`src/design/fhm_pkg.sv`:
```
`default_nettype none

package fhm_pkg;

    // request opcodes
    typedef enum logic [0:0] {
        OP_LOCK   = 1'b0,
        OP_UNLOCK = 1'b1
    } opcode_t;

    // result codes
    typedef enum logic [2:0] {
        OUT_GRANTED   = 3'd0,
        OUT_QUEUED    = 3'd1,
        OUT_FREED     = 3'd2,
        OUT_HANDOFF   = 3'd3,
        OUT_NOT_OWNER = 3'd4,
        OUT_FULL      = 3'd5
    } outcome_t;

    localparam int TID_W     = 6;
    localparam int WAITERS_W = 7;

    typedef logic [TID_W-1:0] tid_t;

    // control from the lock logic to the wait chain
    typedef struct packed {
        logic push;
        logic pop;
        tid_t tid;
    } queue_ctrl_t;

endpackage

`default_nettype wire

```
`src/design/fhm_wait_cell.sv`:
```
`default_nettype none

module fhm_wait_cell (
    input  wire logic        clk,
    input  wire logic        load,
    input  wire logic        shift,
    input  wire fhm_pkg::tid_t push_tid,
    input  wire fhm_pkg::tid_t right_tid,
    output fhm_pkg::tid_t    tid
);
    import fhm_pkg::*;

    tid_t tid_reg;
    tid_t tid_next;

    // take the neighbor's waiter on a pop, the new waiter on a push here
    always_comb
    begin
        tid_next = tid_reg;
        if (shift)
        begin
            tid_next = right_tid;
        end
        else if (load)
        begin
            tid_next = push_tid;
        end
    end

    always_ff @(posedge clk)
    begin
        tid_reg <= tid_next;
    end

    assign tid = tid_reg;

endmodule

`default_nettype wire

```
`src/design/fhm_wait_chain.sv`:
```
`default_nettype none

module fhm_wait_chain #(
    parameter int MAX_THREADS = 64,
    parameter int CNT_W       = $clog2(MAX_THREADS + 1)
) (
    input  wire logic               clk,
    input  wire fhm_pkg::queue_ctrl_t ctrl,
    input  wire logic [CNT_W-1:0]   count,
    output fhm_pkg::tid_t           head_tid
);
    import fhm_pkg::*;

    tid_t cell_tid [MAX_THREADS];
    tid_t right_tid [MAX_THREADS];

    // row of cells, oldest waiter in cell zero, shifts toward the head on pop
    for (genvar i = 0; i < MAX_THREADS; i++)
    begin : g_cell
        logic load;

        assign load = ctrl.push && (count == CNT_W'(i));

        if (i == MAX_THREADS - 1)
        begin : g_last
            assign right_tid[i] = '0;
        end
        else
        begin : g_mid
            assign right_tid[i] = cell_tid[i+1];
        end

        fhm_wait_cell u_cell (
            .clk       (clk),
            .load      (load),
            .shift     (ctrl.pop),
            .push_tid  (ctrl.tid),
            .right_tid (right_tid[i]),
            .tid       (cell_tid[i])
        );
    end

    assign head_tid = cell_tid[0];

endmodule

`default_nettype wire

```
`src/design/fifo_handoff_mutex_unit.sv`:
```
// Hardware mutex with a first-in first-out wait queue.
// Request channel (req_valid/req_ready): opcode 0 locks, 1 unlocks, tagged
// with thread_id. Response channel (rsp_valid/rsp_ready): one transaction per
// request with outcome, woken_thread, is_locked, current_owner and waiters.
// The response is registered: an accepted request shows its response in the
// cycle after. Throughput is one request per cycle while responses are taken;
// the owner check and a push or pop of the wait chain happen together; the
// cell chain shifts every waiter one place toward the head on each handoff.
// The response sits in an output register; a new request is taken whenever
// that register is empty or is being drained in the same cycle, so a
// stalled receiver holds the response and blocks new requests until taken.
// Reset frees the mutex, clears the owner and empties the queue; the queue
// cells themselves need no clearing since only filled cells are read.
// A lock on a held mutex with MAX_THREADS waiters answers queue full.
`default_nettype none

module fifo_handoff_mutex_unit #(
    parameter int MAX_THREADS = 64
) (
    input  wire logic         clk,
    input  wire logic         rst_n,
    input  wire logic         req_valid,
    output logic              req_ready,
    input  wire logic         opcode,
    input  wire logic [5:0]   thread_id,
    output logic              rsp_valid,
    input  wire logic         rsp_ready,
    output logic [2:0]        outcome,
    output logic [5:0]        woken_thread,
    output logic              is_locked,
    output logic [5:0]        current_owner,
    output logic [6:0]        waiters
);
    import fhm_pkg::*;

    localparam int CNT_W = $clog2(MAX_THREADS + 1);

    // mutex state
    logic             held_reg,  held_next;
    tid_t             owner_reg, owner_next;
    logic [CNT_W-1:0] count_reg, count_next;

    // response register
    logic             rsp_valid_reg, rsp_valid_next;
    outcome_t         outcome_reg,   outcome_next;
    tid_t             woken_reg,     woken_next;
    logic             locked_reg,    locked_next;
    tid_t             cur_owner_reg, cur_owner_next;
    logic [CNT_W-1:0] waiters_reg,   waiters_next;

    logic             accept;
    queue_ctrl_t      qctrl;
    tid_t             head_tid;
    logic             full;
    logic [CNT_W+WAITERS_W-1:0] waiters_ext;

    assign req_ready = !rsp_valid_reg || rsp_ready;
    assign accept    = req_valid && req_ready;
    assign full      = (count_reg == CNT_W'(MAX_THREADS));

    // lock and unlock decision
    always_comb
    begin
        held_next   = held_reg;
        owner_next  = owner_reg;
        count_next  = count_reg;
        qctrl.push  = 1'b0;
        qctrl.pop   = 1'b0;
        qctrl.tid   = thread_id;
        woken_next  = '0;
        outcome_next = outcome_reg;

        if (opcode_t'(opcode) == OP_LOCK)
        begin
            if (!held_reg)
            begin
                held_next    = 1'b1;
                owner_next   = thread_id;
                outcome_next = OUT_GRANTED;
            end
            else if (full)
            begin
                outcome_next = OUT_FULL;
            end
            else
            begin
                qctrl.push   = accept;
                count_next   = count_reg + CNT_W'(1);
                outcome_next = OUT_QUEUED;
            end
        end
        else
        begin
            if (!held_reg || owner_reg != thread_id)
            begin
                outcome_next = OUT_NOT_OWNER;
            end
            else if (count_reg != '0)
            begin
                qctrl.pop    = accept;
                count_next   = count_reg - CNT_W'(1);
                owner_next   = head_tid;
                woken_next   = head_tid;
                outcome_next = OUT_HANDOFF;
            end
            else
            begin
                held_next    = 1'b0;
                owner_next   = '0;
                outcome_next = OUT_FREED;
            end
        end

        locked_next    = held_next;
        cur_owner_next = held_next ? owner_next : '0;
        waiters_next   = count_next;
        rsp_valid_next = accept ? 1'b1 : (rsp_valid_reg && !rsp_ready);
    end

    // state and response valid
    always_ff @(posedge clk or negedge rst_n)
    begin
        if (!rst_n)
        begin
            held_reg      <= 1'b0;
            owner_reg     <= '0;
            count_reg     <= '0;
            rsp_valid_reg <= 1'b0;
        end
        else
        begin
            rsp_valid_reg <= rsp_valid_next;
            if (accept)
            begin
                held_reg  <= held_next;
                owner_reg <= owner_next;
                count_reg <= count_next;
            end
        end
    end

    // response payload
    always_ff @(posedge clk)
    begin
        if (accept)
        begin
            outcome_reg   <= outcome_next;
            woken_reg     <= woken_next;
            locked_reg    <= locked_next;
            cur_owner_reg <= cur_owner_next;
            waiters_reg   <= waiters_next;
        end
    end

    // wait queue as a chain of cells
    fhm_wait_chain #(
        .MAX_THREADS (MAX_THREADS),
        .CNT_W       (CNT_W)
    ) u_chain (
        .clk      (clk),
        .ctrl     (qctrl),
        .count    (count_reg),
        .head_tid (head_tid)
    );

    assign waiters_ext   = {{WAITERS_W{1'b0}}, waiters_reg};
    assign rsp_valid     = rsp_valid_reg;
    assign outcome       = outcome_reg;
    assign woken_thread  = woken_reg;
    assign is_locked     = locked_reg;
    assign current_owner = cur_owner_reg;
    assign waiters       = waiters_ext[WAITERS_W-1:0];

    // a free mutex has no waiters
    a_free_empty: assert property (@(posedge clk) disable iff (!rst_n)
        !held_reg |-> count_reg == '0)
        else $error("free mutex with waiters");

    // waiter count never exceeds the chain length
    a_count_bound: assert property (@(posedge clk) disable iff (!rst_n)
        count_reg <= CNT_W'(MAX_THREADS))
        else $error("waiter count overflow");

    // a handoff leaves the woken thread as owner
    a_handoff_owner: assert property (@(posedge clk) disable iff (!rst_n)
        accept && qctrl.pop |=> held_reg && owner_reg == woken_reg && rsp_valid_reg)
        else $error("handoff did not pass ownership");

    // a freed response reports an unlocked, empty mutex
    a_freed: assert property (@(posedge clk) disable iff (!rst_n)
        rsp_valid_reg && outcome_reg == OUT_FREED |-> !locked_reg && waiters_reg == '0)
        else $error("freed response inconsistent");

endmodule

`default_nettype wire

```
`config.mk`:
```
export PLATFORM = sky130hd
export DESIGN_NAME = fifo_handoff_mutex_unit
export DESIGN_NICKNAME = d
export VERILOG_FILES = /design/src/design/fhm_pkg.sv /design/src/design/fhm_wait_cell.sv /design/src/design/fhm_wait_chain.sv /design/src/design/fifo_handoff_mutex_unit.sv
export SDC_FILE = /design/constraint.sdc
export NUM_CORES = 1
export LEC_CHECK = 0
export BUFFER_PORTS_ARGS = -buffer_cell sky130_fd_sc_hd__buf_4
export CAP_MARGIN = 20
export CORE_MARGIN = 2
export CORE_UTILIZATION = 50
export CTS_CLUSTER_SIZE = 20
export DETAILED_ROUTE_END_ITERATION = 10
export PLACE_DENSITY = 0.66
export SYNTH_ARGS = -nofsm -noshare
export SYNTH_HDL_FRONTEND = slang
export SYNTH_SLANG_ARGS = --single-unit
```
`constraint.sdc`:
```
create_clock -name clk -period 3.2 [get_ports clk]
set_input_delay 0.16 -clock clk [delete_from_list [all_inputs] [get_ports clk]]
set_output_delay 0.16 -clock clk [all_outputs]
set_load 0.005 [all_outputs]
```
# Yosys cells after proc, flatten, opt, wreduce, memory -nomap -nowiden
# Index checks and enable logic that the tools add are counted.
# word_totals
register_bits	422
latchBits	0
ram_bits	0
romBits	0
input_bits	11
output_inout_bits	25
mem_count	0
# classes
add_sub_neg	2
multipliers	0
div	0
n_lt_le_gt_ge	0
n_eq_ne	65
n_shift	0
n_mux	150
bitwise	1
n_reduce_logical	137
# op_table
cell	count
6-bit 2-to-1 mux	130
7-bit by 6-bit == test with 1-bit output, second input constant	32
2-bit nonzero test	63
7-bit by 5-bit == test with 1-bit output, second input constant	16
1-bit logical AND	66
7-bit by 4-bit == test with 1-bit output, second input constant	8
7-bit 2-to-1 mux	5
7-bit by 3-bit == test with 1-bit output, second input constant	4
7-bit by 2-bit == test with 1-bit output, second input constant	2
3-bit 2-to-1 mux	4
1-bit 2-to-1 mux	11
7-bit by 1-bit adder with 7-bit output, second input constant	1
7-bit by 1-bit == test with 1-bit output, second input constant	1
7-bit == test, second input constant	1
7-bit logical NOT	1
7-bit nonzero test	1
7-bit by 1-bit subtractor with 7-bit output, second input constant	1
6-bit inequality test	1
1-bit logical NOT	3
1-bit logical OR	2
2-bit OR reduction	1
1-bit NOT	1

# Longest topological paths before layout
# depth
ltp_word	9
depth_mapped	10

# By module
# A second synthesis with hierarchy kept.
# hier_totals
cells_unflattened	1204
hier_area_um2	21111.5
# modules_own_cells
mod	instances	cells_each	area_per_inst_um2	seq_area_each_um2
fhm_wait_cell	64	14	287.8	180.2
fifo_handoff_mutex_unit	1	204	2110.8	1066.0
fhm_wait_chain	1	104	583.1	0.0

# Worst setup path before layout
# No wires, ideal clock.
# synth_path
path_kind	reg2reg
start	reg count_reg[0]
end	reg u_chain.g_cell[10].u_cell.tid_reg[0], enable pin
setup_time_ns	0.377
arrival_time_ns	2.662
slack_ns	0.161
path_stages_with_launch	11
path_buffers	3
cell_sequence	dfrtp_1 clkbuf_1 inv_1 ha_1 nor3b_1 and3_1 clkbuf_1 nor3_1 nand2_1 clkbuf_1 o21ai_0
# synth_between
elab_chain_cells	6
# synth_lines
item	line	rtl
from (decl)	fifo_handoff_mutex_unit.sv:41	logic [CNT_W-1:0] count_reg, count_next;
from (signal assigned)	fifo_handoff_mutex_unit.sv:137	count_reg <= count_next;
7-bit == test	fifo_handoff_mutex_unit.sv:59	assign full = (count_reg == CNT_W'(MAX_THREADS));
1-bit 2-to-1 mux	fifo_handoff_mutex_unit.sv:81	else if (full)
1-bit 2-to-1 mux	fifo_handoff_mutex_unit.sv:75	if (!held_reg)
1-bit 2-to-1 mux	fifo_handoff_mutex_unit.sv:73	if (opcode_t'(opcode) == OP_LOCK)
1-bit logical AND	fhm_wait_chain.sv:22	assign load = ctrl.push && (count == CNT_W'(i));
2-bit nonzero test (no line) (*)	-	
to (signal assigned)	fhm_wait_cell.sv:32	tid_reg <= tid_next;
to (decl)	fhm_wait_cell.sv:13	tid_t tid_reg;
# Every way passes the cells marked *; elsewhere a longest branch is shown, timed or not.
# A chain may end at the register's enable or synchronous reset.

# Worst setup path in the final report
# layout_path
start	reg count_reg[1]
end	reg u_chain.g_cell[36].u_cell.tid_reg[0], enable pin
# layout_between
elab_chain_cells	6
# layout_lines
item	line
7-bit == test	fifo_handoff_mutex_unit.sv:59
1-bit 2-to-1 mux	fifo_handoff_mutex_unit.sv:81
1-bit 2-to-1 mux	fifo_handoff_mutex_unit.sv:75
1-bit 2-to-1 mux	fifo_handoff_mutex_unit.sv:73
1-bit logical AND	fhm_wait_chain.sv:22
2-bit nonzero test (no line) (*)	-
to (signal assigned)	fhm_wait_cell.sv:32
to (decl)	fhm_wait_cell.sv:13
# Marks and branches as above.

==> results by group <==
STA
  • Worst slew margin: 22.3%
  • Worst-margin pin slew: 1.16 ns
  • Max-slew violations: 0
  • Final setup TNS: 0 ns
  • F_max: 334 MHz
  • Max Clock Skew: 0.0159 ns
  • Period Utilization, post-route: 93.5%
  • Endpoints failing hold: 0
  • RSZ-0062 raised after global routing: no
  • Fin crit period: 2.99 ns
  • Setup violators final: 0

Global routing
  • First-pass GRT wire length: 60400 µm
  • Global Route Usage Sum: 20.8%
  • Vias in the first global route: 11519
  • Largest net degree at the start of global routing: 175
  • Remaining global-route overflow: 0
  • Initial antenna violation count: 0

Pwr
  • Sw Share: 23.0%
  • Sequential power share: 51.5%
  • Internal: 9.39 mW
  • Power per cell area: 618 mW/mm²
  • Tot Pwr: 12.2 mW
  • Clock share of power: 39.1%
  • Lkg Pwr: 7.18 nW
  • Switching Power: 2.81 mW
  • Combinational power share: 9.4%
  • Max rail drop VDD: 346 µV

Synthesis
  • FFs w/ async S/R, synth: 3.55%
  • Syn_nets: 1591
  • Number of warnings issued by yosys: 0
  • Synthesized area: 0.0177 mm²
  • Yosys cell types: 56
  • Mapped Cells: 1575
  • Number of synthesized register bits: 422
  • Number of flops mapped to enable cells by yosys: 401
  • Part of the Yosys area used for sequential elements: 70.9%
  • Avg Synthesized Cell Area: 11.2 µm²
  • Main flop type after synthesis: edfxtp_1

Worst setup path
  • WP buf/inv: 1
  • Reg-to-Reg End: u_chain.g_cell[36].u_cell.tid[0]
  • Critical path fanouts, max: 9
  • Startpoint Class: register
  • CP endpoint kind: register
  • Crit Path Class: register to register
  • R2R depth: 7
  • Critical-path top delay cell: o21ai_0
  • Setup slack, reg-to-reg: 0.21 ns
  • Crit path DAT: 3.14 ns
  • CP top delay family: simple AND/OR/NAND/NOR gates
  • Worst path cell trace: inv_1 -> ha_1 -> nor3b_1 -> and3_1 -> nor3_1 -> nand2_1 -> o21ai_0
  • Worst flop-to-flop path startpoint: count_reg[1]
  • Crit-path max cell delay: 0.89 ns
  • Critical Path RT: 3.34 ns

Final layout
  • Max FFs per register: 384
  • Final core utilization: 56.9%
  • Diodes inserted: 0
  • Layout cells sized above 1: 9.17%
  • Area grow syn2layout: 11.7%
  • Nets: 1612

Clock tree
  • Sink Count: 422
  • CTS tree: built
  • Number of CTS-inserted buffers: 42
  • CTS HTree Levels: 2
  • Worst-path clk slew: 0.06 ns
  • Clock latency on the worst-skew pair: 0.53 ns
  • CTS max path bufs: 3
  • CTS root buf: clkbuf_16

Hold path
  • Worst min-delay path class: primary input to asynchronous set/reset pin

Routing
  • Drt first pass iters: 6
  • Routed WL: 37100 µm
  • Routed Antenna Nets: 0
  • Via Count: 11459
  • DRC viols: 0
  • WL/cell: 17.9 µm
  • Detailed Route Iter0 Violations: 1130
  • Vias per cell: 5.51

Die
  • Area of the core: 0.0347 mm²
  • Die height: 192 µm
  • Die ar.: 0.0369 mm²
  • IO Pins: 36
  • Cell Rows: 68
  • Initial Util: 51.0%
  • Die width: 192 µm

Run status
  • Outcome: finished, final reports clean

Run
  • # Max-Cap Violations: 0

Placed design
  • Hpwl dp: 21800 µm
  • I/O Buffers: 35
  • Placer Congestion: 0.879
-- power by group through the flow --
stage	combinational, mW	clock [mW]	sequential, mW
2_1_floorplan	0.719	0	6.38
3_3_place_gp	1.11	0	6.40
3_5_place_dp	1.13	0	6.40
4_1_cts	1.14	4.84	6.28
5_1_grt	1.26	5.06	6.30
6_report	1.15	4.77	6.28
-- metal layers --
layer  wire length, µm  up-vias  GRT usage (%)
met3              2310       72           3.12
met4               752        0           5.64
met2             17500      369           33.6
li1                  -     5349              -
met5                 0        -              0
met1             16600     5669           29.7
-- final cells by class --
type                            count  area [µm²]
Clock buffer                       48        1100
Clock inverter                     24         213
Inverter                            8        30.0
Fill cell                        2957       15000
Sequential cell                   422       12500
Multi-Input combinational cell   1037        4530
Timing Repair Buffer               85         773
Tap cell                          455         569
-- placed cells by master (no fill, tap or decap), types with 3 or more instances in the layout --
master	netlist	layout
a22oi_1	6	6
and2_1	6	6
nand3_1	15	15
or3_1	4	4
nand2_2	6	6
nor3_1	6	6
nor2b_1	4	4
clkinv_2	0	7
dfxtp_1	6	6
clkinv_1	0	11
clkbuf_1	40	4
a311oi_1	3	3
inv_1	8	8
a31oi_1	5	5
dlygate4sd3_1	0	9
ha_1	5	5
a211o_1	3	3
and3_1	3	3
o2bb2ai_1	4	4
nor3b_1	5	5
nor2_1	27	27
xnor2_1	9	9
clkbuf_16	0	43
buf_12	0	9
a21oi_1	12	12
dfrtp_1	15	15
bufinv_16	0	4
buf_4	36	67
nand2b_1	5	5
edfxtp_1	401	401
mux2i_1	8	8
o21ai_0	65	64
a221o_1	4	4
nand2_1	799	799
-- worst max-delay path by stage --
stage | depth (start not counted) | start | endpoint
final | 7 | count_reg[1] | u_chain.g_cell[36].u_cell.tid[0]
after global routing | 7 | count_reg[1] | u_chain.g_cell[36].u_cell.tid[0]
after CTS | 7 | count_reg[1] | u_chain.g_cell[36].u_cell.tid[0]
after detailed placement | 7 | count_reg[1] | u_chain.g_cell[36].u_cell.tid[0]
after global placement | 7 | count_reg[0] | u_chain.g_cell[36].u_cell.tid[1]
after floorplan | 10 | count_reg[0] | u_chain.g_cell[10].u_cell.tid[0]
-- synthesized netlist by cell type, types with 2 or more instances --
library cell,instances,area [µm²]
nor3b_1,5,37.5
inv_1,8,30.0
nand2_2,6,37.5
xnor2_1,9,78.8
clkbuf_1,40,150
dfrtp_1,15,375
o21ai_0,65,325
buf_1,3,11.3
a311oi_1,3,26.3
a221o_1,4,40.0
or4_1,3,22.5
xor2_1,2,17.5
dfxtp_1,6,120
or3_1,4,25.0
nand4_1,2,12.5
nand2b_1,5,31.3
nor3_2,2,20.0
ha_1,5,62.6
buf_2,27,135
edfxtp_1,401,12000
nor2_1,27,101
or2_2,2,12.5
nor2b_1,4,25.0
nand2_1,799,3000
nand4b_1,2,17.5
buf_6,2,22.5
o2bb2ai_1,4,35.0
nand3_1,15,75.1
mux2i_1,8,80.1
a31oi_1,5,31.3
a211o_1,3,26.3
and3_1,3,18.8
a21boi_0,2,15.0
and2_1,6,37.5
nor3_1,6,30.0
a22oi_1,6,45.0
a21oi_1,12,60.1
buf_4,36,270
-- cell families (layout without fill, tap and decap cells) --
group	after synthesis	in the layout	share of synthesized area [%]
buf+inv	116	165	3.50
mux	9	9	0.516
compound gates	115	115	4.01
flops	422	422	70.9
fa+ha+maj	5	5	0.354
simple gates	897	897	20.2
xor+xnor	11	11	0.545
-- metrics by stage --
stage	hold slack [ns]	worst slack, ns	instances	area (µm²)
floorplan	-0.136	0.161	1575	17700
global placement	0.0429	0.309	1998	18400
detailed placement	0.0361	0.254	1998	18400
CTS	0.0163	0.217	2079	19800
global route	0.0604	0.0165	2079	19800
finish	0.0412	0.208	2079	19800
-- worst register-to-register path, stage by stage, from the launching register on --
cell and delay [ns]:
dfrtp_1 0.34, inv_1 0.10, ha_1 0.24, nor3b_1 0.16, and3_1 0.19, nor3_1 0.25, nand2_1 0.42, o21ai_0 0.89
-- timing repair --
| action | 4_1_cts | 5_1_grt |
|---|---|---|
| resized for setup | 0 | 1 |
| setup buffers | 0 | 0 |
| endpoints found under the hold margin | 22 | 0 |
| hold buffers | 9 | 0 |
| setup endpoints to repair | 0 | 6 |
Note: power is estimated with default switching activity, not from simulation.
